[src/sv/scp_pkg.sv]
// Package with shared constants, codes and types of the sparse index champion chooser.
package scp_pkg;

   localparam int INDEX_ENTRIES = 1024;
   localparam int LIST_MAX      = 16;
   localparam int CAND_MAX      = 256;
   localparam int IN_MAX        = 256;

   localparam int IDX_W   = $clog2(INDEX_ENTRIES);
   localparam int USED_W  = $clog2(INDEX_ENTRIES + 1);
   localparam int LIST_W  = $clog2(LIST_MAX);
   localparam int LEN_W   = $clog2(LIST_MAX + 1);
   localparam int CAND_W  = $clog2(CAND_MAX);
   localparam int IN_W    = $clog2(IN_MAX);
   localparam int INSZ_W  = $clog2(IN_MAX + 1);
   localparam int MEM_AW  = IDX_W + LIST_W;
   localparam int MEM_DEPTH = INDEX_ENTRIES * (2 ** LIST_W);

   localparam int FP_W     = 64;
   localparam int ID_W     = 8;
   localparam int REQ_W    = 3;
   localparam int STAT_W   = 3;
   localparam int CFG_W    = 4;
   localparam int ROUND_W  = 4;
   localparam int SCORE_W  = 9;
   localparam int CSR_IDX_W = 1;

   localparam logic [SCORE_W-1:0] SCORE_TOP = SCORE_W'(511);

   localparam logic [CFG_W-1:0] CHAMPS_RESET = CFG_W'(10);
   localparam logic [CFG_W-1:0] NIBBLE_RESET = CFG_W'(15);

   localparam logic [CSR_IDX_W-1:0] CSR_CHAMPS_MAX  = 1'b0;
   localparam logic [CSR_IDX_W-1:0] CSR_HOOK_NIBBLE = 1'b1;

   localparam logic [REQ_W-1:0] REQ_ADD    = 3'd0;
   localparam logic [REQ_W-1:0] REQ_APPEND = 3'd1;
   localparam logic [REQ_W-1:0] REQ_CHOOSE = 3'd2;
   localparam logic [REQ_W-1:0] REQ_START  = 3'd3;
   localparam logic [REQ_W-1:0] REQ_CLEAR  = 3'd4;

   localparam logic [STAT_W-1:0] ST_OK        = 3'd0;
   localparam logic [STAT_W-1:0] ST_IDX_FULL  = 3'd1;
   localparam logic [STAT_W-1:0] ST_LIST_FULL = 3'd2;
   localparam logic [STAT_W-1:0] ST_IN_FULL   = 3'd3;
   localparam logic [STAT_W-1:0] ST_NOT_HOOK  = 3'd4;

   typedef struct packed {
      logic [REQ_W-1:0] req_type;
      logic [FP_W-1:0]  fingerprint;
      logic [ID_W-1:0]  candidate_id;
   } req_item_type;

   typedef struct packed {
      logic [STAT_W-1:0]  status;
      logic               champ_valid;
      logic [ID_W-1:0]    champ_id;
      logic [SCORE_W-1:0] champ_score;
   } rsp_item_type;

   typedef enum logic [4:0] {
      S_IDLE,
      S_DISPATCH,
      S_LK_RD,
      S_LK_CMP,
      S_ADD_NEW,
      S_ADD_LEN,
      S_ADD_DUP_RD,
      S_ADD_DUP_CMP,
      S_CLR,
      S_CH_NEXT,
      S_CH_KEY,
      S_CH_LEN,
      S_CH_MEM_RD,
      S_CH_MEM,
      S_CH_SC,
      S_UNDO_RD,
      S_UNDO_MEM,
      S_UNDO_SC,
      S_FIN
   } scp_state_type;

   typedef struct packed {
      logic              accept;
      logic              set_res;
      logic [STAT_W-1:0] res_status;
      logic              lk_start;
      logic              lk_step;
      logic              add_new;
      logic              add_append;
      logic              len_latch;
      logic              s_clr;
      logic              s_step;
      logic              mem_use_t;
      logic              append_do;
      logic              start_round;
      logic              clr_in;
      logic              ch_init;
      logic              clr_step;
      logic              i_clr;
      logic              i_step;
      logic              target_load;
      logic              mark_found;
      logic              sc_latch;
      logic              sc_inc;
      logic              sc_dec;
      logic              t_step;
      logic              choose_fin;
      logic              rsp_load;
   } scp_cmd_type;

   typedef struct packed {
      logic [REQ_W-1:0] req_code;
      logic             cand_bad;
      logic             lk_end;
      logic             key_hit;
      logic             used_full;
      logic             s_end;
      logic             list_full;
      logic             dup_hit;
      logic             round_done;
      logic             clr_end;
      logic             i_end;
      logic             i_found;
      logic             mem_bad;
      logic             mem_last;
      logic             t_end;
      logic             rsp_free;
   } scp_stat_type;

endpackage

[src/sv/scp_ctrl.sv]
// Controller state machine that sequences lookups, list walks and score updates.
module scp_ctrl (
   input  logic                 clock,
   input  logic                 reset,
   input  logic                 req_valid,
   output logic                 req_ready,
   input  scp_pkg::scp_stat_type stat,
   output scp_pkg::scp_cmd_type  cmd
);

   scp_pkg::scp_state_type state_ff, state_in;
   logic                   mode_ff, mode_in;  // high while a lookup serves a choose

   always_ff @(posedge clock) begin
      if (reset) begin
         state_ff <= scp_pkg::S_IDLE;
         mode_ff  <= 1'b0;
      end else begin
         state_ff <= state_in;
         mode_ff  <= mode_in;
      end
   end

   // Next state.
   always_comb begin
      state_in = state_ff;
      mode_in  = mode_ff;
      unique case (state_ff)
         scp_pkg::S_IDLE: begin
            if (req_valid) state_in = scp_pkg::S_DISPATCH;
         end
         scp_pkg::S_DISPATCH: begin
            case (stat.req_code)
               scp_pkg::REQ_ADD: begin
                  mode_in  = 1'b0;
                  state_in = stat.cand_bad ? scp_pkg::S_FIN : scp_pkg::S_LK_RD;
               end
               scp_pkg::REQ_CHOOSE: begin
                  mode_in  = 1'b1;
                  state_in = stat.round_done ? scp_pkg::S_FIN : scp_pkg::S_CLR;
               end
               default: state_in = scp_pkg::S_FIN;
            endcase
         end
         scp_pkg::S_LK_RD: begin
            if (stat.lk_end) begin
               state_in = mode_ff ? scp_pkg::S_CH_NEXT : scp_pkg::S_ADD_NEW;
            end else begin
               state_in = scp_pkg::S_LK_CMP;
            end
         end
         scp_pkg::S_LK_CMP: begin
            if (stat.key_hit) begin
               state_in = mode_ff ? scp_pkg::S_CH_LEN : scp_pkg::S_ADD_LEN;
            end else begin
               state_in = scp_pkg::S_LK_RD;
            end
         end
         scp_pkg::S_ADD_NEW:    state_in = scp_pkg::S_FIN;
         scp_pkg::S_ADD_LEN:    state_in = scp_pkg::S_ADD_DUP_RD;
         scp_pkg::S_ADD_DUP_RD: begin
            state_in = stat.s_end ? scp_pkg::S_FIN : scp_pkg::S_ADD_DUP_CMP;
         end
         scp_pkg::S_ADD_DUP_CMP: begin
            state_in = stat.dup_hit ? scp_pkg::S_FIN : scp_pkg::S_ADD_DUP_RD;
         end
         scp_pkg::S_CLR: begin
            if (stat.clr_end) state_in = scp_pkg::S_CH_NEXT;
         end
         scp_pkg::S_CH_NEXT: begin
            if (stat.i_end) begin
               state_in = scp_pkg::S_FIN;
            end else if (!stat.i_found) begin
               state_in = scp_pkg::S_CH_KEY;
            end
         end
         scp_pkg::S_CH_KEY:    state_in = scp_pkg::S_LK_RD;
         scp_pkg::S_CH_LEN:    state_in = scp_pkg::S_CH_MEM_RD;
         scp_pkg::S_CH_MEM_RD: begin
            state_in = stat.s_end ? scp_pkg::S_CH_NEXT : scp_pkg::S_CH_MEM;
         end
         scp_pkg::S_CH_MEM: begin
            if (stat.mem_bad) begin
               state_in = scp_pkg::S_CH_MEM_RD;
            end else if (stat.mem_last) begin
               state_in = scp_pkg::S_UNDO_RD;
            end else begin
               state_in = scp_pkg::S_CH_SC;
            end
         end
         scp_pkg::S_CH_SC:   state_in = scp_pkg::S_CH_MEM_RD;
         scp_pkg::S_UNDO_RD: begin
            state_in = stat.t_end ? scp_pkg::S_CH_NEXT : scp_pkg::S_UNDO_MEM;
         end
         scp_pkg::S_UNDO_MEM: begin
            state_in = stat.mem_bad ? scp_pkg::S_UNDO_RD : scp_pkg::S_UNDO_SC;
         end
         scp_pkg::S_UNDO_SC: state_in = scp_pkg::S_UNDO_RD;
         scp_pkg::S_FIN: begin
            if (stat.rsp_free) state_in = scp_pkg::S_IDLE;
         end
         default: state_in = scp_pkg::S_IDLE;
      endcase
   end

   // Commands to the datapath.
   always_comb begin
      cmd       = '0;
      req_ready = 1'b0;
      unique case (state_ff)
         scp_pkg::S_IDLE: begin
            req_ready  = 1'b1;
            cmd.accept = req_valid;
         end
         scp_pkg::S_DISPATCH: begin
            case (stat.req_code)
               scp_pkg::REQ_ADD: begin
                  if (stat.cand_bad) begin
                     cmd.set_res    = 1'b1;
                     cmd.res_status = scp_pkg::ST_LIST_FULL;
                  end else begin
                     cmd.lk_start = 1'b1;
                  end
               end
               scp_pkg::REQ_APPEND: cmd.append_do = 1'b1;
               scp_pkg::REQ_CHOOSE: begin
                  if (stat.round_done) begin
                     cmd.set_res    = 1'b1;
                     cmd.res_status = scp_pkg::ST_OK;
                  end else begin
                     cmd.ch_init = 1'b1;
                  end
               end
               scp_pkg::REQ_START: begin
                  cmd.start_round = 1'b1;
                  cmd.set_res     = 1'b1;
                  cmd.res_status  = scp_pkg::ST_OK;
               end
               scp_pkg::REQ_CLEAR: begin
                  cmd.clr_in     = 1'b1;
                  cmd.set_res    = 1'b1;
                  cmd.res_status = scp_pkg::ST_OK;
               end
               default: begin
                  cmd.set_res    = 1'b1;
                  cmd.res_status = scp_pkg::ST_OK;
               end
            endcase
         end
         scp_pkg::S_LK_RD: begin
            if (stat.lk_end && mode_ff) cmd.i_step = 1'b1;
         end
         scp_pkg::S_LK_CMP: begin
            if (!stat.key_hit) cmd.lk_step = 1'b1;
         end
         scp_pkg::S_ADD_NEW: begin
            cmd.set_res = 1'b1;
            if (stat.used_full) begin
               cmd.res_status = scp_pkg::ST_IDX_FULL;
            end else begin
               cmd.add_new    = 1'b1;
               cmd.res_status = scp_pkg::ST_OK;
            end
         end
         scp_pkg::S_ADD_LEN: begin
            cmd.len_latch = 1'b1;
            cmd.s_clr     = 1'b1;
         end
         scp_pkg::S_ADD_DUP_RD: begin
            if (stat.s_end) begin
               cmd.set_res = 1'b1;
               if (stat.list_full) begin
                  cmd.res_status = scp_pkg::ST_LIST_FULL;
               end else begin
                  cmd.add_append = 1'b1;
                  cmd.res_status = scp_pkg::ST_OK;
               end
            end
         end
         scp_pkg::S_ADD_DUP_CMP: begin
            if (stat.dup_hit) begin
               cmd.set_res    = 1'b1;
               cmd.res_status = scp_pkg::ST_OK;
            end else begin
               cmd.s_step = 1'b1;
            end
         end
         scp_pkg::S_CLR: begin
            cmd.clr_step = 1'b1;
            cmd.i_clr    = stat.clr_end;
         end
         scp_pkg::S_CH_NEXT: begin
            if (stat.i_end) begin
               cmd.choose_fin = 1'b1;
            end else if (stat.i_found) begin
               cmd.i_step = 1'b1;
            end
         end
         scp_pkg::S_CH_KEY: begin
            cmd.target_load = 1'b1;
            cmd.lk_start    = 1'b1;
         end
         scp_pkg::S_CH_LEN: begin
            cmd.len_latch = 1'b1;
            cmd.s_clr     = 1'b1;
         end
         scp_pkg::S_CH_MEM_RD: begin
            if (stat.s_end) cmd.i_step = 1'b1;
         end
         scp_pkg::S_CH_MEM: begin
            if (stat.mem_bad) begin
               cmd.s_step = 1'b1;
            end else if (stat.mem_last) begin
               cmd.mark_found = 1'b1;
            end else begin
               cmd.sc_latch = 1'b1;
            end
         end
         scp_pkg::S_CH_SC: begin
            cmd.sc_inc = 1'b1;
            cmd.s_step = 1'b1;
         end
         scp_pkg::S_UNDO_RD: begin
            cmd.mem_use_t = 1'b1;
            if (stat.t_end) cmd.i_step = 1'b1;
         end
         scp_pkg::S_UNDO_MEM: begin
            if (stat.mem_bad) begin
               cmd.t_step = 1'b1;
            end else begin
               cmd.sc_latch = 1'b1;
            end
         end
         scp_pkg::S_UNDO_SC: begin
            cmd.sc_dec = 1'b1;
            cmd.t_step = 1'b1;
         end
         scp_pkg::S_FIN: cmd.rsp_load = stat.rsp_free;
         default: cmd = '0;
      endcase
   end

endmodule

[config.mk]
export PLATFORM = sky130hd
export DESIGN_NAME = scp_ctrl
export DESIGN_NICKNAME = d
export VERILOG_FILES = /design/src/sv/scp_pkg.sv /design/src/sv/scp_ctrl.sv
export SDC_FILE = /design/constraint.sdc
export NUM_CORES = 1
export LEC_CHECK = 0
export ABC_AREA = 1
export ABC_CLOCK_PERIOD_IN_PS = 1900
export BUFFER_PORTS_ARGS = -buffer_cell sky130_fd_sc_hd__clkbuf_2
export CORE_UTILIZATION = 44
export CTS_BUF_LIST = sky130_fd_sc_hd__clkbuf_8 sky130_fd_sc_hd__clkbuf_16
export DETAILED_ROUTE_END_ITERATION = 8
export HOLD_SLACK_MARGIN = 0.08
export PLACE_DENSITY = 0.8
export SLEW_MARGIN = 0
export SYNTH_ARGS = -nofsm -noshare
export SYNTH_HDL_FRONTEND = slang
export SYNTH_SLANG_ARGS = --single-unit
[constraint.sdc]
create_clock -name clock -period 1.9 [get_ports clock]
set_clock_uncertainty 0.2 [all_clocks]
set_input_delay 0.285 -clock clock [delete_from_list [all_inputs] [get_ports clock]]
set_output_delay 0.285 -clock clock [all_outputs]
set_load 0.01 [all_outputs]
# Word-level counts from Yosys, hierarchy flattened

Index checks and enable logic that the tools add are counted.

Word-level logic and storage cells: 108
Register bits after elaboration: 6
Output and inout port bits: 29
Bits of input ports: 21

Reduce and logical (&&, ||, !) cells: 8
Mux-type cells: 72
Equality and inequality tests: 26

Operators with widths:

| kind               | count |
|---|---|
| $pmux 5 s18        | 1 |
| $mux 5             | 11 |
| $eq 5x4->1 const B | 8 |
| $mux 1             | 36 |
| $mux 4             | 9 |
| $eq 5x3->1 const B | 4 |
| $pmux 4 s4         | 1 |
| $eq 5x5->1 const B | 3 |
| $pmux 4 s3         | 1 |
| $eq 5x2->1 const B | 2 |
| $mux 2             | 5 |
| $pmux 5 s2         | 1 |
| $pmux 1 s2         | 4 |
| $eq 3x2->1 const B | 2 |
| $ne 2x2->1 const B | 3 |
| $eq 5x1->1 const B | 1 |
| $logic_not 5->1    | 1 |
| $pmux 1 s4         | 1 |
| $reduce_and 4->1   | 1 |
| $reduce_or 2->1    | 2 |
| $eq 3x1->1 const B | 1 |
| $eq 3x3->1 const B | 1 |
| $logic_not 3->1    | 1 |
| $mux 3             | 1 |
| 5 further kinds    | 5 |

# Depth between registers and ports, before layout

Gate-level depths: netlist of the first run.

Word-level depth: 3
Depth in mapped cells: 10
Gate-level depth less buffers: 10

# Least setup slack after synthesis of the first run

Ideal clock, no wire load.

Kind: register -> output
Start point: reg state_ff[4]
End point: out cmd[18] in the netlist's numbering
Arrival time: 1.273 ns
Setup slack: 0.142 ns
Stages on the path, launching flop included: 6
Buffers on the path: 2
Data required time: 1.415 ns
Path through: dfxtp_1 -> buf_6 -> nor2_4 -> nand2_1 -> o21ai_0 -> buf_4

RTL lines:

| item                   | RTL line       | text |
|---|---|---|
| from (decl)            | scp_ctrl.sv:11 | `scp_pkg::scp_state_type state_ff, state_in;` |
| from (signal assigned) | scp_ctrl.sv:16 | `state_ff <= scp_pkg::S_IDLE;` |
| from (signal assigned) | scp_ctrl.sv:19 | `state_ff <= state_in;` |
| to (decl)              | scp_ctrl.sv:8  | `output scp_pkg::scp_cmd_type cmd` |

==> impl_metrics.ini, run 1 <==
[outcome]
status = finished, violations left
violations = setup timing

[setup_path]
arrival_ns = 1.42
path_cells = inv_1 -> nor2_4 -> nand3_2 -> nor2_2 -> nand2_1 -> o211ai_1 -> buf_2
end_kind = primary output
r2r_start = state_ff[4]$_SDFFE_PP0P_
critPathKind = register to primary output
worst_path_max_delay_cell = dfxtp_4
required_ns = 1.41
r2r_end = state_ff[1]$_SDFFE_PP0P_
r2r_slack_ns = 0.21
cp_max_fo = 5
start_kind = register
reg2reg_depth = 9
slowest_delay_ns = 0.38

[yosys]
ys_ff_latch = 6
synth_area_um2 = 916
synth_cell_types = 26
yosysWarnings = 0
synth_fp_nets = 197
syn_area_per_cell_um2 = 5.20
postSynthCellCount = 176
synth_seq_area_share_pct = 13.1

[place]
dpl_cell_area_um2 = 1200
dp_hpwl_mm = 2.47
pre_cts_ws_ns = 0.0945
place_congestion = 0.926
io_buffers = 48

[clock_network]
cts.clk_slew.worst_paths_ns = 0.04
h-tree-depth = 1
cts-root-buf = clkbuf_8
holdBufCountCts = 0
cts_buffer_depth = 2
clk_latency_ns = 0.22
cts_sinks = 6
numCtsBuffers = 3
cts_tree = yes

[drt]
wire_per_inst_um = 11.6
final_antenna_net_count = 0
drt-total-wl_mm = 3.07
viasPerCell = 5.07
firstDrtPassIters = 4
drt_iter0_drc = 38
vias = 1339
drc_errors = 0

[floorplan]
die_area_um2 = 2270
ios = 50
rows = 16
die_h_um = 47.6
die_w_um = 47.6
core_um2 = 1960
initial_core_util_pct = 46.7

[grt]
grt_start_max_net_pins = 8
use_met3_pct = 4.91
overflow = 0
grt_antenna_before_repair = 0
first_global_vias = 1043
grt_use_total_pct = 27.9
grtUsageMet2_pct = 50.4
grt-busiest-layer = met2
groute.layer.met1.usage_pct = 35.1
grt_pass1_wl_mm = 4.41

[layout]
postLayoutCoreUtil_pct = 71.0
diodes = 0
drive_gt1_share_pct = 42.2
final_cell_area_um2 = 1390
fin_nets = 260
synthToLayoutAreaGrowth_pct = 52.2

[worst_hold_path]
holdCritPathClass = input port to register
hold_path_end = state_ff[1]$_SDFFE_PP0P_
holdPathStages = 2
min_from = reset

[power]
power.density_nw_per_um2 = 1200
leakage_nw = 0.797
p_total_mw = 1.67
ir_worst_vdd_uv = 761

[sta]
drv_slew = 0
min_period_over_period_pct = 100
setup_slack_ns = -0.00791
post-route-min-period_ns = 1.91
hold_violations = 0
rsz0062_at_grt = true
tns_ns = -0.00791
fmax_mhz = 524
finalSetupViolations = 1

[flow_run]
cap_violations = 0
layout make-up:
cell class	instances	area, um^2
fillers	208	568
flip-flops and latches	6	134
inverters	33	126
repair buffers	63	365
multi-input cells	132	693
clock buffers	3	41.3
well taps	27	33.8
synthesized netlist by cell type, drive strengths merged:
cell type	instances	area share [%]
nor2	45	23
nand2	40	17
inv	33	14
nand3	20	13
a21oi	6	3.3
dfxtp	6	13
buf	5	4.2
nand4	5	3.4
nor3	4	2.2
o21ai	3	1.6
o211ai	2	1.6
o22ai	2	1.4
a211oi	1	0.82
conb	1	0.41
nor4	1	0.68
o21a	1	0.82
o31ai	1	0.82
metrics by stage:
stage                     cells  hold slack [ns]
after floorplan             176            0.154
after global placement      252            0.348
after detailed placement    252            0.354
after CTS                   260            0.108
after global routing        264            0.138
final                       264            0.107
routing by layer:
metal  vias to the layer above  wire [um]
li1                        677          -
met1                       587       1280
met2                        71       1520
met3                         4        220
met4                         0         46
met5                         -          0
placed cells by master, fill, tap and decap left out, types with 2 or more instances in the layout:
master,n
o211ai_1,2
nand3_2,3
clkbuf_8,3
inv_1,25
nand2_2,2
nor2_1,34
buf_4,14
dfxtp_4,3
nor2_2,4
dfxtp_2,2
inv_2,7
nand4_1,5
nand3_1,16
nor3_1,3
a21oi_1,6
nor2_4,7
nand2_1,38
buf_2,5
clkbuf_2,43
o21ai_1,2
worst max-delay path by stage:
stage | start | to | slack, ns
after CTS | state_ff[4]$_SDFFE_PP0P_ | cmd[8] | -0.007
after detailed placement | state_ff[3]$_SDFFE_PP0P_ | cmd[8] | 0.09
after global placement | state_ff[3]$_SDFFE_PP0P_ | cmd[8] | 0.12
final | state_ff[3]$_SDFFE_PP0P_ | cmd[8] | -0.008
after global routing | state_ff[3]$_SDFFE_PP0P_ | cmd[8] | -0.09
after floorplan | state_ff[4]$_SDFFE_PP0P_ | cmd[18] | 0.14
critical path: cells and delay by family (launching register included):
family	cells	cell delay, ns
and+or+nand+nor	4	0.45
AOI/OAI and AO/OA	1	0.11
buffers and inverters	2	0.26
DFF	1	0.38
cell families after synthesis:
group	synth area share [%]
flip-flops	13.1
AO/OA/AOI/OAI	10.4
AND/OR/NAND/NOR	58.3
buffers and inverters	17.8
other	0.409
where the power goes:
group          switching (mW)  internal (mW)
registers              0.0832          0.190
logic                   0.721          0.490
clock network          0.0532          0.136
sequential cells by signal (all words and copies together), names as in the netlist:
| name | flops |
|---|---|
| mode_ff | 1 |
| state_ff | 5 |
repair_timing:
item                                    CTS  global route
pin swaps                                 3             7
setup buffers                             5             4
endpoints found under the setup margin    6            12
resized for setup                         8            19
No activity file was read; power rests on OpenSTA's default activity.
==> inputs of run 2 (changes only) <==
--- a/config.mk
+++ b/config.mk
@@ -7,9 +7,10 @@
 export LEC_CHECK = 0
 export ABC_AREA = 1
 export ABC_CLOCK_PERIOD_IN_PS = 1900
-export BUFFER_PORTS_ARGS = -buffer_cell sky130_fd_sc_hd__clkbuf_2
+export BUFFER_PORTS_ARGS = -buffer_cell sky130_fd_sc_hd__buf_2
 export CORE_UTILIZATION = 44
 export CTS_BUF_LIST = sky130_fd_sc_hd__clkbuf_8 sky130_fd_sc_hd__clkbuf_16
+export CTS_CLUSTER_DIAMETER = 150
 export DETAILED_ROUTE_END_ITERATION = 8
 export HOLD_SLACK_MARGIN = 0.08
 export PLACE_DENSITY = 0.8
==> run 2 against run 1 <==
  * The run still ends with setup timing left
  * Via count up 1.1%
  * Sequential cell count stayed put
  * Critical path depth did not move
  * Sequential power down 3%
  * Count of clock-buffer cells in the layout is the same
  * Combinational power hardly changed
  * Sequential share of layout area barely moved
  * Final cell count decreased by 0.76%
  * Clock power grew 5%
  * Power is 1.7% lower
  * Routed wire length rose by 4.2%
  * Largest cell class unchanged
  * Highest routed layer unchanged
==> impl_metrics.ini, run 2 (synthesis gave the netlist of run 1 again) <==
[layout]
layout_common_cells = 48 x buf_2, 36 x nand2_1, 33 x nor2_1
largestRegisters = state_ff (5), mode_ff (1)
regMostFlops = state_ff
diodes = 0
largest_reg_flops = 5
fill_cells = 209
mostFrequentLayoutCell = buf_2
fin_nets = 258
postLayoutCoreUtil_pct = 70.2
final_cell_area_um2 = 1380
drive_gt1_share_pct = 43.4
final_cells = 262
synthToLayoutAreaGrowth_pct = 50.4

[place]
dpl_cell_area_um2 = 1190
io_buffers = 48
pre_cts_ws_ns = 0.112
dpl.cell_count = 251
dp_hpwl_mm = 2.44
place_congestion = 1.04

[floorplan]
die_h_um = 47.6
core_um2 = 1960
rows = 16
ios = 50
die_area_um2 = 2270
die_w_um = 47.6
initial_core_util_pct = 46.7

[drt]
drt_iter0_drc = 66
firstDrtPassIters = 5
vias = 1354
final_antenna_net_count = 0
drt-total-wl_mm = 3.19
wire_per_inst_um = 12.2
viasPerCell = 5.17
drc_errors = 0

[outcome]
violations = setup timing
status = finished, violations left

[clock_network]
numCtsBuffers = 3
cts_sinks = 6
cts-root-buf = clkbuf_8
cts_buffer_depth = 2
holdBufCountCts = 0
cts.clk_slew.worst_paths_ns = 0.04
clk_latency_ns = 0.23
cts_tree = yes
h-tree-depth = 1

[power]
p_total_mw = 1.64
power.density_nw_per_um2 = 1190
ir_worst_vdd_uv = 815
leakage_nw = 0.800

[grt]
first_global_vias = 1128
grt_antenna_before_repair = 0
overflow = 0
grt_use_total_pct = 29.9
grt_start_max_net_pins = 9
grt_pass1_wl_mm = 4.69

[setup_path]
critPathKind = register to primary output
arrival_ns = 1.42
end_kind = primary output
start_kind = register
required_ns = 1.41
cp_max_fo = 5

[sta]
whs_ns = 0.102
finalSetupViolations = 1
tns_ns = -0.000959
drv_slew = 0
hold_violations = 0
rsz0062_at_grt = true
min_period_over_period_pct = 100
setup_slack_ns = -0.000959
post-route-min-period_ns = 1.90
fmax_mhz = 526

[worst_hold_path]
holdCritPathClass = input port to register

[flow_run]
cap_violations = 0
run 2: cell types whose count changed in the layout (fill, tap and decap cells not counted), sizes merged:
cell | previous run | this run
clkbuf | 46 | 3
buf | 20 | 61
run 2: worst paths after layout:
check                                                 to  cells after the start                      from  slack, ns
worst min register to register      mode_ff$_SDFFE_PP0P_                      2      mode_ff$_SDFFE_PP0P_       0.37
worst min-delay path            state_ff[2]$_SDFFE_PP0P_                      2                     reset       0.10
worst max register to register  state_ff[1]$_SDFFE_PP0P_                      7  state_ff[2]$_SDFFE_PP0P_       0.29
worst max-delay path                              cmd[8]                      7  state_ff[3]$_SDFFE_PP0P_     -0.001
run 2: where the power goes:
part | leakage, nW | internal [mW] | switching, mW
registers | 0.0516 | 0.187 | 0.0786
logic | 0.727 | 0.450 | 0.731
clock network | 0.0216 | 0.137 | 0.0611
total | 0.800 | 0.774 | 0.871
run 2: repair_timing:
action / 4_1_cts / 5_1_grt
pin swaps: 3 / 5
setup buffers: 6 / 2
setup endpoints to repair: 10 / 11
resized for setup: 6 / 22
run 2: final cells by class:
| class | count | area, um^2 | share of cell area (%) |
|---|---|---|---|
| Clock buffer | 3 | 41.3 | 3.00 |
| Inverter | 33 | 129 | 9.36 |
| Multi-Input combinational cell | 132 | 703 | 51.0 |
| Sequential cell | 6 | 133 | 9.63 |
| Tap cell | 27 | 33.8 | 2.45 |
| Timing Repair Buffer | 61 | 338 | 24.5 |
run 2: routing by layer:
metal | vias to the layer above | part of all wire [%] | global-route usage [%]
li1 | 677 | - | -
met1 | 585 | 39 | 34.6
met2 | 84 | 49 | 54.2
met3 | 8 | 9.3 | 6.04
met4 | 0 | 1.9 | 10.6
met5 | - | 0 | 0
run 2: critical path, cell delays in order, from the launching register on:
cell	delay, ns
dfxtp_4	0.39
inv_1	0.08
nor2_4	0.13
nand3_2	0.12
nor2_4	0.12
nand2_2	0.08
o211ai_1	0.11
buf_2	0.16
==> inputs of run 3 (changes only) <==
--- a/config.mk
+++ b/config.mk
@@ -14,6 +14,7 @@
 export DETAILED_ROUTE_END_ITERATION = 8
 export HOLD_SLACK_MARGIN = 0.08
 export PLACE_DENSITY = 0.8
+export REMOVE_ABC_BUFFERS = 1
 export SLEW_MARGIN = 0
 export SYNTH_ARGS = -nofsm -noshare
 export SYNTH_HDL_FRONTEND = slang
==> run 3 against run 2 <==
  * The run now ends clean
  * Combinational power barely moved
  * Critical path depth is the same
  * Via count fell by 3.3%
  * Highest routed layer unchanged
  * Sequential power rose by 6%
  * Die area unchanged
==> impl_metrics.ini, run 3 (synthesis gave the netlist of run 1 again) <==
[outcome]
status = completed

[floorplan]
die_w_um = 47.6
die_area_um2 = 2270
die_h_um = 47.6
core_um2 = 1960
ios = 50
rows = 16
initial_core_util_pct = 46.7

[setup_path]
r2r_end = state_ff[1]$_SDFFE_PP0P_
cp.depth = 7
critPathKind = register to primary output
r2r_slack_ns = 0.21
r2r_start = state_ff[2]$_SDFFE_PP0P_
required_ns = 1.41
reg2reg_depth = 7
slowest_delay_ns = 0.34
cp_top_family = flip-flops
arrival_ns = 1.40
worst_path_max_delay_cell = dfxtp_2
end_kind = primary output
critical_path.endpoint = cmd[8]
crit_start = state_ff[0]$_SDFFE_PP0P_
path_buf_inv = 2
cp_max_fo = 6
path_cells = inv_2 -> nand2_2 -> nor2_4 -> nand2_1 -> o21a_1 -> o211ai_1 -> buf_2
start_kind = register

[grt]
grt_use_total_pct = 27.6
grt_pass1_wl_mm = 4.31
first_global_vias = 1023
overflow = 0
grt_start_max_net_pins = 9
grt_antenna_before_repair = 0

[sta]
fmax_mhz = 530
finalSetupViolations = 0
drv_slew = 0
hold_violations = 0
rsz0062_at_grt = true
post-route-min-period_ns = 1.89
min_period_over_period_pct = 99.4

[flow_run]
cap_violations = 0

[layout]
fin_nets = 255
mostFrequentLayoutCell = buf_2
regMostFlops = state_ff
seq_area_um2 = 134
layout_common_cells = 47 x buf_2, 38 x nand2_1, 34 x nor2_1
drive_gt1_share_pct = 40.5
fill_cells = 207
largestRegisters = state_ff (5), mode_ff (1)
largest_reg_flops = 5
synthToLayoutAreaGrowth_pct = 46.6
postLayoutCoreUtil_pct = 68.4
diodes = 0
multi_input_area_um2 = 686

[drt]
vias = 1309
viasPerCell = 5.05
drt_iter0_drc = 68
drt-total-wl_mm = 3.14
wire_per_inst_um = 12.1
drc_errors = 0
firstDrtPassIters = 4
final_antenna_net_count = 0

[clock_network]
clk_latency_ns = 0.22
cts_buffer_depth = 2
numCtsBuffers = 3
cts_sinks = 6
cts-root-buf = clkbuf_8
cts.clk_slew.worst_paths_ns = 0.04
cts_tree = yes
h-tree-depth = 1

[worst_hold_path]
holdCritPathClass = input port to register

[place]
dp_hpwl_mm = 2.35
place_congestion = 1.08
io_buffers = 48

[power]
ir_worst_vdd_uv = 904
p_total_mw = 1.63
power.density_nw_per_um2 = 1210
leakage_nw = 0.783
-- run 3: changes by cell type in the layout (fill, tap and decap cells not counted), moves of 2 or more --
| cell | change |
|---|---|
| nand2_1 | +2 |
| nand3_2 | -2 |
| nand2_2 | -2 |
| nand3_1 | +2 |
| buf_4 | -3 |
-- run 3: report_power, final --
group          leakage, nW  total (mW)  switching [mW]  internal, mW
combinational        0.710        1.16           0.713         0.443
sequential          0.0520       0.281          0.0915         0.189
clock               0.0216       0.194          0.0578         0.136
-- run 3: worst min-delay path by stage --
stage,from,to,cells past startpoint
after floorplan,reset,state_ff[0]$_SDFFE_PP0P_,1
final,reset,state_ff[2]$_SDFFE_PP0P_,2
after detailed placement,reset,state_ff[0]$_SDFFE_PP0P_,2
after CTS,reset,state_ff[2]$_SDFFE_PP0P_,2
after global routing,reset,state_ff[2]$_SDFFE_PP0P_,2
after global placement,reset,state_ff[2]$_SDFFE_PP0P_,2
-- run 3: layer usage --
metal,GRT usage [%],share of wire (%),wire (um),vias to the layer above
li1,-,-,-,667
met1,37.1,42,1320,571
met2,43.8,48,1500,62
met3,4.15,7.9,249,9
met4,11.7,2.2,69,0
met5,0,0,0,-
-- run 3: timing repair --
item	CTS	global route
hold buffers	0	0
pin swaps	1	3
buffers inserted	2	3
resized for setup	8	16
endpoints found under the setup margin	3	10
hold endpoints to repair	0	0
-- run 3: area by class of cell --
| type | instances | share of cell area (%) |
|---|---|---|
| inverter | 33 | 9.41 |
| sequential | 6 | 9.97 |
| tap | 27 | 2.52 |
| clock buffer | 3 | 3.08 |
| multi-input combinational | 132 | 51.1 |
| timing repair buffer | 58 | 24.0 |
-- run 3: stage by stage --
stage | setup WS, ns | std cells | cell area (um^2) | TNS (ns) | hold slack, ns
floorplan | 0.167 | 171 | 877 | 0 | 0.154
global route | -0.0961 | 259 | 1340 | -0.480 | 0.109
detailed placement | 0.105 | 251 | 1190 | 0 | 0.341
finish | 0.0119 | 259 | 1340 | 0 | 0.102
global placement | 0.107 | 251 | 1190 | 0 | 0.339
CTS | -0.000416 | 256 | 1260 | -0.000416 | 0.103
